**config.mk**
```make
export PLATFORM = sky130hd
export DESIGN_NAME = fifo_queue_with_search
export DESIGN_NICKNAME = d
export VERILOG_FILES = /design/src/sv/fqs_pkg.sv /design/src/sv/fqs_cell.sv /design/src/sv/fifo_queue_with_search.sv
export SDC_FILE = /design/constraint.sdc
export NUM_CORES = 1
export LEC_CHECK = 0
export BUFFER_PORTS_ARGS = -buffer_cell sky130_fd_sc_hd__clkbuf_2
export CAP_MARGIN = 15
export CORE_ASPECT_RATIO = 2
export CORE_UTILIZATION = 40
export DETAILED_ROUTE_END_ITERATION = 7
export PLACE_DENSITY = 0.54
export SLEW_MARGIN = 20
export SYNTH_ARGS = -nofsm -noshare
export SYNTH_HDL_FRONTEND = slang
export SYNTH_HIERARCHICAL = 1
export SYNTH_SLANG_ARGS = --single-unit
```
**constraint.sdc**
```tcl
create_clock -name clock -period 4.6 [get_ports clock]
set_input_delay 0.46 -clock clock [delete_from_list [all_inputs] [get_ports clock]]
set_output_delay 0.46 -clock clock [all_outputs]
set_load 0.01 [all_outputs]
```
**src/sv/fqs_pkg.sv**
```systemverilog
// Shared types and constants of the searchable first-in first-out queue.
package fqs_pkg;

   localparam int unsigned DATA_W = 32;
   localparam int unsigned OP_W   = 2;
   localparam int unsigned ST_W   = 2;
   localparam int unsigned POS_W  = 5;

   typedef enum logic [OP_W-1:0] {
      OP_ENQ    = 2'd0,
      OP_DEQ    = 2'd1,
      OP_PEEK   = 2'd2,
      OP_SEARCH = 2'd3
   } op_type;

   typedef enum logic [ST_W-1:0] {
      ST_OK       = 2'd0,
      ST_EMPTY    = 2'd1,
      ST_FULL     = 2'd2,
      ST_NOTFOUND = 2'd3
   } status_type;

   typedef enum logic {
      S_IDLE = 1'b0,
      S_SCAN = 1'b1
   } state_type;

   // Controls broadcast to every cell of the chain
   typedef struct packed {
      logic shift;    // move data one cell towards the head
      logic capture;  // latch the compare against the key
      logic scan;     // move match bits one cell towards the head
   } chain_ctl_type;

   typedef struct packed {
      status_type              status;
      logic signed [DATA_W-1:0] data;
      logic [POS_W-1:0]        position;
      logic                    empty_res;
   } result_type;

endpackage

```
**src/sv/fqs_cell.sv**
```systemverilog
// One queue cell: a stored entry and its search match bit.
module fqs_cell
   import fqs_pkg::*;
(
   input  logic                     clock,
   input  chain_ctl_type            ctl,
   input  logic                     load_en,
   input  logic                     occupied,
   input  logic signed [DATA_W-1:0] value_in,
   input  logic signed [DATA_W-1:0] next_data,
   input  logic                     next_match,
   output logic signed [DATA_W-1:0] data_out,
   output logic                     match_out
);

   logic signed [DATA_W-1:0] data_ff;
   logic signed [DATA_W-1:0] data_in;
   logic                     match_ff;
   logic                     match_in;

   always_comb begin
      data_in = data_ff;
      if (load_en) begin
         data_in = value_in;
      end else if (ctl.shift) begin
         data_in = next_data;
      end
   end

   // an empty cell never matches, whatever it holds
   always_comb begin
      match_in = match_ff;
      if (ctl.capture) begin
         match_in = occupied && (data_ff == value_in);
      end else if (ctl.scan) begin
         match_in = next_match;
      end
   end

   always_ff @(posedge clock) begin
      data_ff  <= data_in;
      match_ff <= match_in;
   end

   assign data_out  = data_ff;
   assign match_out = match_ff;

endmodule

```
**src/sv/fifo_queue_with_search.sv**
```systemverilog
// Top level of the searchable first-in first-out queue built as a chain of cells.
//
//   channel | direction | handshake             | payload
//   --------+-----------+-----------------------+----------------------------------------
//   req     | in        | req_valid / req_stall | req_operation, req_value
//   rsp     | out       | rsp_valid / rsp_stall | rsp_status, rsp_data, rsp_position,
//           |           |                       | rsp_empty_res
//
// Operations: enqueue, dequeue, peek and a search of an empty queue form their result in the
//   cycle the request is taken. A search ends at the first match, or at the last occupied
//   cell when nothing matches: the match bits walk one cell a cycle to the head.
// Reset clears the occupancy, the sequencer and both result slots; the cells are not
//   cleared, so there is no clearing pass and the queue takes requests at once.
// Stalls: results land in an output register backed by one skid slot, so one request is
//   still taken while a result waits; req_stall rises while searching or the skid is full.
module fifo_queue_with_search
   import fqs_pkg::*;
#(
   parameter int unsigned DEPTH = 16
) (
   input  logic                     clock,
   input  logic                     reset,
   input  logic                     req_valid,
   output logic                     req_stall,
   input  logic [OP_W-1:0]          req_operation,
   input  logic signed [DATA_W-1:0] req_value,
   output logic                     rsp_valid,
   input  logic                     rsp_stall,
   output logic [ST_W-1:0]          rsp_status,
   output logic signed [DATA_W-1:0] rsp_data,
   output logic [POS_W-1:0]         rsp_position,
   output logic                     rsp_empty_res
);

   // counts up to DEPTH itself
   localparam int unsigned CW = $clog2(DEPTH + 1);

   // ---------------------------------------------------------------------
   // control state
   // ---------------------------------------------------------------------
   state_type       state_ff, state_in;
   logic [CW-1:0]   count_ff, count_in;
   logic [CW-1:0]   scan_cnt_ff, scan_cnt_in;

   // result slots: output register and skid
   logic            out_valid_ff, out_valid_in;
   result_type      out_ff, out_in;
   logic            skid_valid_ff, skid_valid_in;
   result_type      skid_ff, skid_in;

   // result produced this cycle
   logic            res_we;
   result_type      res;

   chain_ctl_type   ctl;
   logic            accept;
   op_type          op;
   logic            scan_last;
   logic [CW-1:0]   pos_cw;
   logic [POS_W+CW-1:0] pos_ext;

   // ---------------------------------------------------------------------
   // chain of cells, cell 0 holds the oldest entry
   // ---------------------------------------------------------------------
   logic signed [DATA_W-1:0] cell_data [DEPTH];
   logic                     cell_match [DEPTH];
   logic signed [DATA_W-1:0] nxt_data [DEPTH];
   logic                     nxt_match [DEPTH];

   for (genvar i = 0; i < DEPTH; i++) begin : g_cell
      if (i == DEPTH - 1) begin : g_tail
         assign nxt_data[i]  = '0;
         assign nxt_match[i] = 1'b0;
      end else begin : g_body
         assign nxt_data[i]  = cell_data[i+1];
         assign nxt_match[i] = cell_match[i+1];
      end

      fqs_cell u_cell (
         .clock      (clock),
         .ctl        (ctl),
         .load_en    (accept && (op == OP_ENQ) && (count_ff == CW'(i))),
         .occupied   (CW'(i) < count_ff),
         .value_in   (req_value),
         .next_data  (nxt_data[i]),
         .next_match (nxt_match[i]),
         .data_out   (cell_data[i]),
         .match_out  (cell_match[i])
      );
   end

   // ---------------------------------------------------------------------
   // request side
   // ---------------------------------------------------------------------
   assign req_stall = (state_ff != S_IDLE) || skid_valid_ff;
   assign accept    = req_valid && !req_stall;
   assign op        = op_type'(req_operation);

   // last occupied cell has reached the head
   assign scan_last = (scan_cnt_ff + CW'(1)) == count_ff;

   // 1-based position, cut to the field width
   assign pos_cw  = scan_cnt_ff + CW'(1);
   assign pos_ext = {{POS_W{1'b0}}, pos_cw};

   // ---------------------------------------------------------------------
   // sequencer: next state
   // ---------------------------------------------------------------------
   always_comb begin
      state_in = state_ff;
      case (state_ff)
         S_IDLE: begin
            if (accept && (op == OP_SEARCH) && (count_ff != '0)) begin
               state_in = S_SCAN;
            end
         end
         S_SCAN: begin
            if (cell_match[0] || scan_last) begin
               state_in = S_IDLE;
            end
         end
         default: state_in = S_IDLE;
      endcase
   end

   // ---------------------------------------------------------------------
   // sequencer: outputs, occupancy and result
   // ---------------------------------------------------------------------
   always_comb begin
      ctl           = '0;
      res_we        = 1'b0;
      res.status    = ST_OK;
      res.data      = '0;
      res.position  = '0;
      count_in      = count_ff;
      scan_cnt_in   = scan_cnt_ff;

      case (state_ff)
         S_IDLE: begin
            scan_cnt_in = '0;
            if (accept) begin
               case (op)
                  OP_ENQ: begin
                     res_we = 1'b1;
                     if (count_ff == CW'(DEPTH)) begin
                        res.status = ST_FULL;   // value dropped
                     end else begin
                        count_in = count_ff + CW'(1);
                     end
                  end
                  OP_DEQ: begin
                     res_we = 1'b1;
                     if (count_ff == '0) begin
                        res.status = ST_EMPTY;
                     end else begin
                        res.data  = cell_data[0];
                        ctl.shift = 1'b1;
                        count_in  = count_ff - CW'(1);
                     end
                  end
                  OP_PEEK: begin
                     res_we = 1'b1;
                     if (count_ff == '0) begin
                        res.status = ST_EMPTY;
                     end else begin
                        res.data = cell_data[0];
                     end
                  end
                  OP_SEARCH: begin
                     if (count_ff == '0) begin
                        res_we     = 1'b1;
                        res.status = ST_EMPTY;
                     end else begin
                        ctl.capture = 1'b1;   // key compared in every cell at once
                     end
                  end
                  default: ;
               endcase
            end
         end
         S_SCAN: begin
            if (cell_match[0]) begin
               res_we       = 1'b1;
               res.position = pos_ext[POS_W-1:0];
            end else if (scan_last) begin
               res_we     = 1'b1;
               res.status = ST_NOTFOUND;
            end else begin
               ctl.scan    = 1'b1;
               scan_cnt_in = scan_cnt_ff + CW'(1);
            end
         end
         default: ;
      endcase

      res.empty_res = (count_in == '0);
   end

   // ---------------------------------------------------------------------
   // result slots; the skid only fills while the output register is held
   // ---------------------------------------------------------------------
   always_comb begin
      out_valid_in  = out_valid_ff;
      out_in        = out_ff;
      skid_valid_in = skid_valid_ff;
      skid_in       = skid_ff;
      if (!out_valid_ff || !rsp_stall) begin
         if (skid_valid_ff) begin
            out_in        = skid_ff;
            out_valid_in  = 1'b1;
            skid_valid_in = 1'b0;
         end else begin
            out_in       = res;
            out_valid_in = res_we;
         end
      end else if (res_we) begin
         skid_in       = res;
         skid_valid_in = 1'b1;
      end
   end

   always_ff @(posedge clock) begin
      if (reset) begin
         state_ff      <= S_IDLE;
         count_ff      <= '0;
         scan_cnt_ff   <= '0;
         out_valid_ff  <= 1'b0;
         skid_valid_ff <= 1'b0;
      end else begin
         state_ff      <= state_in;
         count_ff      <= count_in;
         scan_cnt_ff   <= scan_cnt_in;
         out_valid_ff  <= out_valid_in;
         skid_valid_ff <= skid_valid_in;
      end
   end

   always_ff @(posedge clock) begin
      out_ff  <= out_in;
      skid_ff <= skid_in;
   end

   assign rsp_valid     = out_valid_ff;
   assign rsp_status    = out_ff.status;
   assign rsp_data      = out_ff.data;
   assign rsp_position  = out_ff.position;
   assign rsp_empty_res = out_ff.empty_res;

endmodule

```
==> metrics.csv, run 1 <==
stage,metric,value,unit
status,status,finished clean,
critical_path,criticalPathCategory,reg2reg,
layout,nets,2393,
power_and_ir_drop,swShare,0.225,
floorplanning,coreArea,80400,µm²
power_and_ir_drop,finalPower,11.8,mW
sta,maxSlewViolCount,0,
power_and_ir_drop,combPwrFrac,0.061,
logic_synthesis,synth-seq-cells,621,
logic_synthesis,yosys_warnings,6,
flow_run,drv_cap,0,
sta,timing.final.crit_share,0.733,
critical_path,start_kind,flip-flop,
drt,wl_per_cell,19.3,µm
layout,multiInputGateArea,13700,µm²
power_and_ir_drop,seqPwrFrac,0.534,
power_and_ir_drop,p_leak,12.2,nW
layout,num_antenna_cells,0,
drt,drt_iter0_drc,577,
power_and_ir_drop,p_sw,2.65,mW
layout,layout-drive-gt1-share,0.276,
clocking,clock_sinks,621,
clocking,path_clk_slew,0.07,ns
logic_synthesis,yosysTopAreaCellShare,0.562,
clocking,hold_buffers,0,
sta,hold_viol_final,0,
sta,final-setup-viol-count,0,
placement,gp_congestion,0.803,
clocking,clk_latency,0.64,ns
clocking,cts_resized,0,
sta,max_freq,297,MHz
critical_path,critPathMaxFanout,19,
global_route,grt_overflow,0,
logic_synthesis,async_flop_share,0,
sta,relSlewSlack,0.333,
clocking,clockRootBuffer,clkbuf_16,
sta,fin_ws,1.23,ns
min_path,hold_path_class,in2reg,
logic_synthesis,synthDistinctLibCells,54,
logic_synthesis,avgSynthCellArea,14.7,µm²
critical_path,cp_cell_sequence,"inv_1, ha_1, or4b_4, and3_2, nand4_1, or4_1, o22ai_2",
critical_path,critPathCaptureType,flip-flop,
layout,utilization,0.451,
power_and_ir_drop,ir_drop,300,µV
power_and_ir_drop,power-per-cell-area,326,nW/µm²
drt,vias,17815,
global_route,grt_max_degree,49,
global_route,grt_usage,0.163,
sta,whs,0.129,ns
layout,final-seq-area,18500,µm²
floorplanning,die_w,204,µm
logic_synthesis,synth_area,32500,µm²
critical_path,cpPeakStageDelay,0.71,ns
logic_synthesis,yosys_most_used_dff,edfxtp_1,
drt,viasPerCell,5.19,
clocking,htree_levels,2,
placement,pre_cts_ws,1.10,ns
sta,fin_tns_setup,0,ns
logic_synthesis,synthCells,2217,
drt,wl,66300,µm
drt,first_pass_iters,5,
global_route,grt_antenna_before_repair,0,
critical_path,arrival,3.85,ns
sta,layout_min_cycle_time,3.37,ns
clocking,cts_made_buffers,60,
floorplanning,die_area,82500,µm²
power_and_ir_drop,clkPwrFrac,0.405,
critical_path,critical_path_required,5.08,ns
power_and_ir_drop,internal-power,9.13,mW
floorplanning,dieHeight,405,µm
clocking,clk_path_buf_depth,3,
logic_synthesis,yosysTopAreaCell,edfxtp_1,
critical_path,cpMaxStageDelayCell,dfxtp_1,
logic_synthesis,synth_edf_count,608,
sta,rsz0062_at_grt,no,
drt,drc,0,
layout,nFillCells,7240,
placement,io_buffers,79,
floorplanning,ios,80,
clocking,cts_tree,done,
logic_synthesis,seq_area_frac_synth,0.570,
sta,skew,0.0161,ns
sta,tightest_slew,1.00,ns
global_route,grt_pass1_vias,19510,
logic_synthesis,ys_top_cells_by_area,"edfxtp_1 56%, mux2_2 13%, xor2_1 8.7%",
floorplanning,initial_utilization,0.404,
layout,area_growth,11.4,%
global_route,grt_pass1_wl,104000,µm
drt,drtAntennaViolNets,0,
floorplanning,rows,147,
placement,dp_hpwl,49500,µm
clocking,post_cts_buffers,0,
power by group through the flow:
stage / clock [mW] / sequential [mW] / combinational, mW
global route: 5.13 / 6.30 / 0.795
detailed placement: 0 / 6.42 / 0.725
CTS: 4.96 / 6.30 / 0.728
global placement: 0 / 6.41 / 0.711
floorplan: 0 / 6.42 / 0.407
finish: 4.78 / 6.30 / 0.717
kinds of logic after synthesis:
logic type / share of synthesized area
XOR/XNOR: 0.142
AND/OR/NAND/NOR: 0.0702
flip-flops: 0.570
buffers and inverters: 0.0135
AO/OA/AOI/OAI: 0.0216
other: 0.000115
adder cells (fa/ha/maj): 0.00346
multiplexers: 0.179
final cells by class:
class                   count  share of cell area
flip-flops and latches    621               0.511
multi-input cells        1517               0.379
clock buffers              74              0.0440
well taps                1043              0.0360
repair buffers            120              0.0198
clock inverters            34             0.00677
inverters                  26             0.00269
placed cells by master, fill, tap and decap left out, drive strengths merged, types with 10 or more instances in the layout:
master	count
edfxtp	608
mux2	516
xor2	324
xnor2	197
clkbuf	153
nor4	82
nand4	67
buf	41
and2	36
conb	33
or2	33
a21o	32
nand2	31
inv	29
nor2	29
clkinv	26
nand3	19
o22ai	17
or4	16
dfxtp	13
and3	12
nor3	10
synthesized netlist by cell type, types with 9 or more instances:
cell / number
nor3_1: 10
ha_1: 9
xor2_1: 324
or2_2: 17
nand3_1: 19
nand2_1: 30
inv_1: 26
xnor2_1: 197
and2_1: 36
and3_1: 12
nand4_4: 16
edfxtp_1: 608
o22ai_2: 16
mux2_1: 128
nand4_1: 51
nor2_1: 29
a21o_1: 32
clkbuf_1: 78
or2_1: 16
nor4_1: 82
mux2_2: 388
dfxtp_1: 13
or4_1: 16
state kept, by name (all words and copies together), names as in the netlist:
register and count:
rsp_data 32, rsp_status 2, skid_valid_ff 1, rsp_valid 1, rsp_empty_res 1, state_ff 1, skid_ff 40, count_ff 5
g_cell.u_cell/data_out 512, g_cell.u_cell/match_out 16, rsp_position 5, scan_cnt_ff 5
worst paths after layout:
kind / startpoint / to / slack, ns / cells after the start
worst min-delay path: reset / state_ff / 0.13 / 2
worst max-delay path: count_ff[1] / g_cell[3].u_cell/match_out / 1.23 / 7
worst min register to register: skid_ff[21] / rsp_data[15] / 0.52 / 1
worst max register to register: count_ff[1] / g_cell[3].u_cell/match_out / 1.23 / 7
metrics by stage:
stage	std cells	cell area [µm²]
floorplan	2249	32600
global placement	3327	34400
detailed placement	3327	34400
CTS	3435	36200
global route	3435	36200
finish	3435	36200
worst max-delay path: cells and delay by family (launching register included):
| family | cells | cell delay (ns) |
|---|---|---|
| flip-flops | 1 | 0.71 |
| AO/OA/AOI/OAI | 1 | 0.10 |
| AND/OR/NAND/NOR | 4 | 1.80 |
| adder cells (fa/ha/maj) | 1 | 0.37 |
| buffers and inverters | 1 | 0.22 |
routing by layer:
| metal | part of all wire | vias to the layer above | track usage |
|---|---|---|---|
| met2 | 0.62 | 276 | 0.356 |
| met1 | 0.32 | 8913 | 0.141 |
| li1 | - | 8524 | - |
| met4 | 0.033 | 0 | 0.0607 |
| met3 | 0.028 | 102 | 0.0201 |
| met5 | 0 | - | 0 |
(Power assumes the default switching activity.)
==> run 2, diff against run 1 <==
- clock period: 4.6 -> 3.3 ns (I/O delays scaled with it)
==> run 2 against run 1 <==
Sequential share of layout area shrank 0.99 points; via count up 0.98%; flip-flop and latch count stayed put; largest power group unchanged; highest routed layer unchanged.
==> metrics.csv, run 2 (synthesis gave the netlist of run 1 again) <==
stage,metric,value,unit,change
layout,nFillCells,7115,,-1.7%
critical_path,cpMaxStageDelayCell,or3b_1,,
floorplanning,dieHeight,405,µm,unchanged
power_and_ir_drop,seqPwrFrac,0.530,,-0.004
global_route,grt_antenna_before_repair,0,,unchanged
power_and_ir_drop,swShare,0.223,,-0.00228
global_route,grt_overflow,0,,unchanged
power_and_ir_drop,finalPower,16.5,mW,+40%
critical_path,worst-path-buf-inv,1,,unchanged
critical_path,criticalPathCategory,reg2reg,,
critical_path,arrival,3.19,ns,-0.66 ns
layout,fin_cells,3483,,+1.4%
power_and_ir_drop,p_leak,12.6,nW,+2.6%
clocking,path_clk_slew,0.06,ns,about the same
drt,wl,69100,µm,+4.1%
placement,gp_congestion,0.764,,-4.9%
floorplanning,rows,147,,unchanged
drt,drtAntennaViolNets,0,,unchanged
sta,maxSlewViolCount,0,,unchanged
critical_path,cpPeakStageDelay,0.43,ns,-0.28 ns
sta,skew,0.00869,ns,-0.00737 ns
layout,final_common_cell,edfxtp_1,,
critical_path,critPathCaptureType,flip-flop,,
clocking,post_cts_buffers,0,,unchanged
power_and_ir_drop,internal-power,12.8,mW,+41%
sta,timing.final.crit_share,0.863,,+0.131
layout,largest_reg_flops,512,,unchanged
placement,placedCellCount,3378,,+1.5%
layout,area_growth,13.6,%,
drt,vias,17990,,+0.98%
sta,tightest_slew,1.02,ns,+0.0183 ns
drt,drt_iter0_drc,617,,+6.9%
sta,hold_viol_final,0,,unchanged
sta,fin_tns_setup,0,ns,unchanged
clocking,clockRootBuffer,clkbuf_16,,
layout,multiInputGateArea,13700,µm²,unchanged
layout,num_antenna_cells,0,,unchanged
power_and_ir_drop,ir_drop,407,µV,+36%
sta,fin_ws,0.450,ns,-0.779 ns
power_and_ir_drop,clkPwrFrac,0.405,,about the same
placement,place_area,35100,µm²,+2.1%
clocking,clk_path_buf_depth,3,,unchanged
floorplanning,die_w,204,µm,unchanged
sta,layout_min_cycle_time,2.85,ns,-0.521 ns
sta,final-setup-viol-count,0,,unchanged
placement,pre_cts_ws,0.285,ns,-0.820 ns
floorplanning,initial_utilization,0.404,,unchanged
clocking,clock_sinks,621,,unchanged
global_route,grt_usage,0.169,,+0.00654
critical_path,crit_family,simple AND/OR/NAND/NOR gates,,
floorplanning,coreArea,80400,µm²,unchanged
layout,layout-drive-gt1-share,0.288,,+0.0122
clocking,cts_made_buffers,59,,-1.7%
clocking,cts_tree,done,,
status,status,finished clean,,
placement,io_buffers,79,,unchanged
placement,dp_hpwl,52100,µm,+5.4%
drt,viasPerCell,5.17,,-0.41%
power_and_ir_drop,p_sw,3.68,mW,+39%
critical_path,critical_path_required,3.64,ns,-1.44 ns
critical_path,start_kind,flip-flop,,
global_route,grt_max_degree,48,,-2.0%
drt,drc,0,,unchanged
critical_path,cp_cell_sequence,"or3b_1, nor2_1, nand2_1, nor2_1, nand2_1, nor2_4, or2_2, buf_12",,
layout,nets,2444,,+2.1%
sta,max_freq,351,MHz,+18%
floorplanning,ios,80,,unchanged
critical_path,critPathMaxFanout,23,,+4
drt,wl_per_cell,19.8,µm,+2.7%
global_route,grt_pass1_wl,108000,µm,+3.0%
global_route,grt_pass1_vias,19775,,+1.4%
critical_path,reg2reg_slack,0.45,ns,-0.78 ns
layout,mostFrequentLayoutCells,"608 x edfxtp_1, 388 x mux2_2, 324 x xor2_1",,
clocking,clk_latency,0.64,ns,about the same
sta,relSlewSlack,0.320,,-0.0122
sta,rsz0062_at_grt,no,,
layout,fin_area,36900,µm²,+2.0%
floorplanning,die_area,82500,µm²,unchanged
layout,final-seq-area,18500,µm²,unchanged
drt,first_pass_iters,5,,unchanged
power_and_ir_drop,combPwrFrac,0.065,,+0.004
flow_run,drv_cap,0,,unchanged
power_and_ir_drop,power-per-cell-area,448,nW/µm²,+37%
min_path,hold_path_class,in2reg,,
clocking,htree_levels,2,,unchanged
==> run 2: worst register-to-register path: stages, from the launching register on <==
cell     delay [ns]
dfxtp_1        0.38
or3b_1         0.43
nor2_1         0.18
nand2_1        0.15
nor2_1         0.35
nand2_1        0.23
nor2_4         0.27
or2_2          0.34
buf_12         0.22
==> run 2: timing repair <==
| item | CTS | global route |
|---|---|---|
| hold endpoints to repair | 8 | 0 |
| resized for setup | 0 | 0 |
| hold buffers | 1 | 0 |
==> run 2: through the flow <==
stage / utilization / hold WS (ns)
after global routing: 0.460 / 0.0625
after floorplan: - / 0.479
after global placement: 0.437 / 0.504
final: 0.460 / 0.0809
after detailed placement: 0.437 / 0.509
after CTS: 0.460 / 0.0288
==> run 2: power by group through the flow <==
stage	logic [mW]	registers [mW]	clock network, mW
2_1_floorplan	0.568	8.95	0
3_3_place_gp	1.05	8.94	0
3_5_place_dp	1.08	8.94	0
4_1_cts	1.08	8.77	6.96
5_1_grt	1.17	8.78	7.18
6_report	1.07	8.77	6.69
==> run 2: final cells by class <==
type / count / share of cell area
multi-input cells: 1517 / 0.372
repair buffers: 172 / 0.0392
flip-flops and latches: 621 / 0.501
inverters: 26 / 0.00264
well taps: 1043 / 0.0353
clock inverters: 23 / 0.00667
clock buffers: 81 / 0.0428
==> run 2: worst paths after layout <==
kind / from / endpoint / cells past startpoint
setup reg to reg: state_ff / g_cell[13].u_cell/data_out[29] / 8
setup / recovery: state_ff / g_cell[13].u_cell/data_out[29] / 8
hold / removal: req_valid / rsp_valid / 3
hold reg to reg: skid_ff[28] / rsp_data[22] / 1
==> run 2: per-layer routing <==
metal | global-route usage | vias up | routed length, µm
met5 | 0 | - | 0
met4 | 0.0678 | 0 | 2550
met3 | 0.0213 | 120 | 1840
met2 | 0.369 | 230 | 42900
met1 | 0.146 | 9036 | 21800
li1 | - | 8604 | -
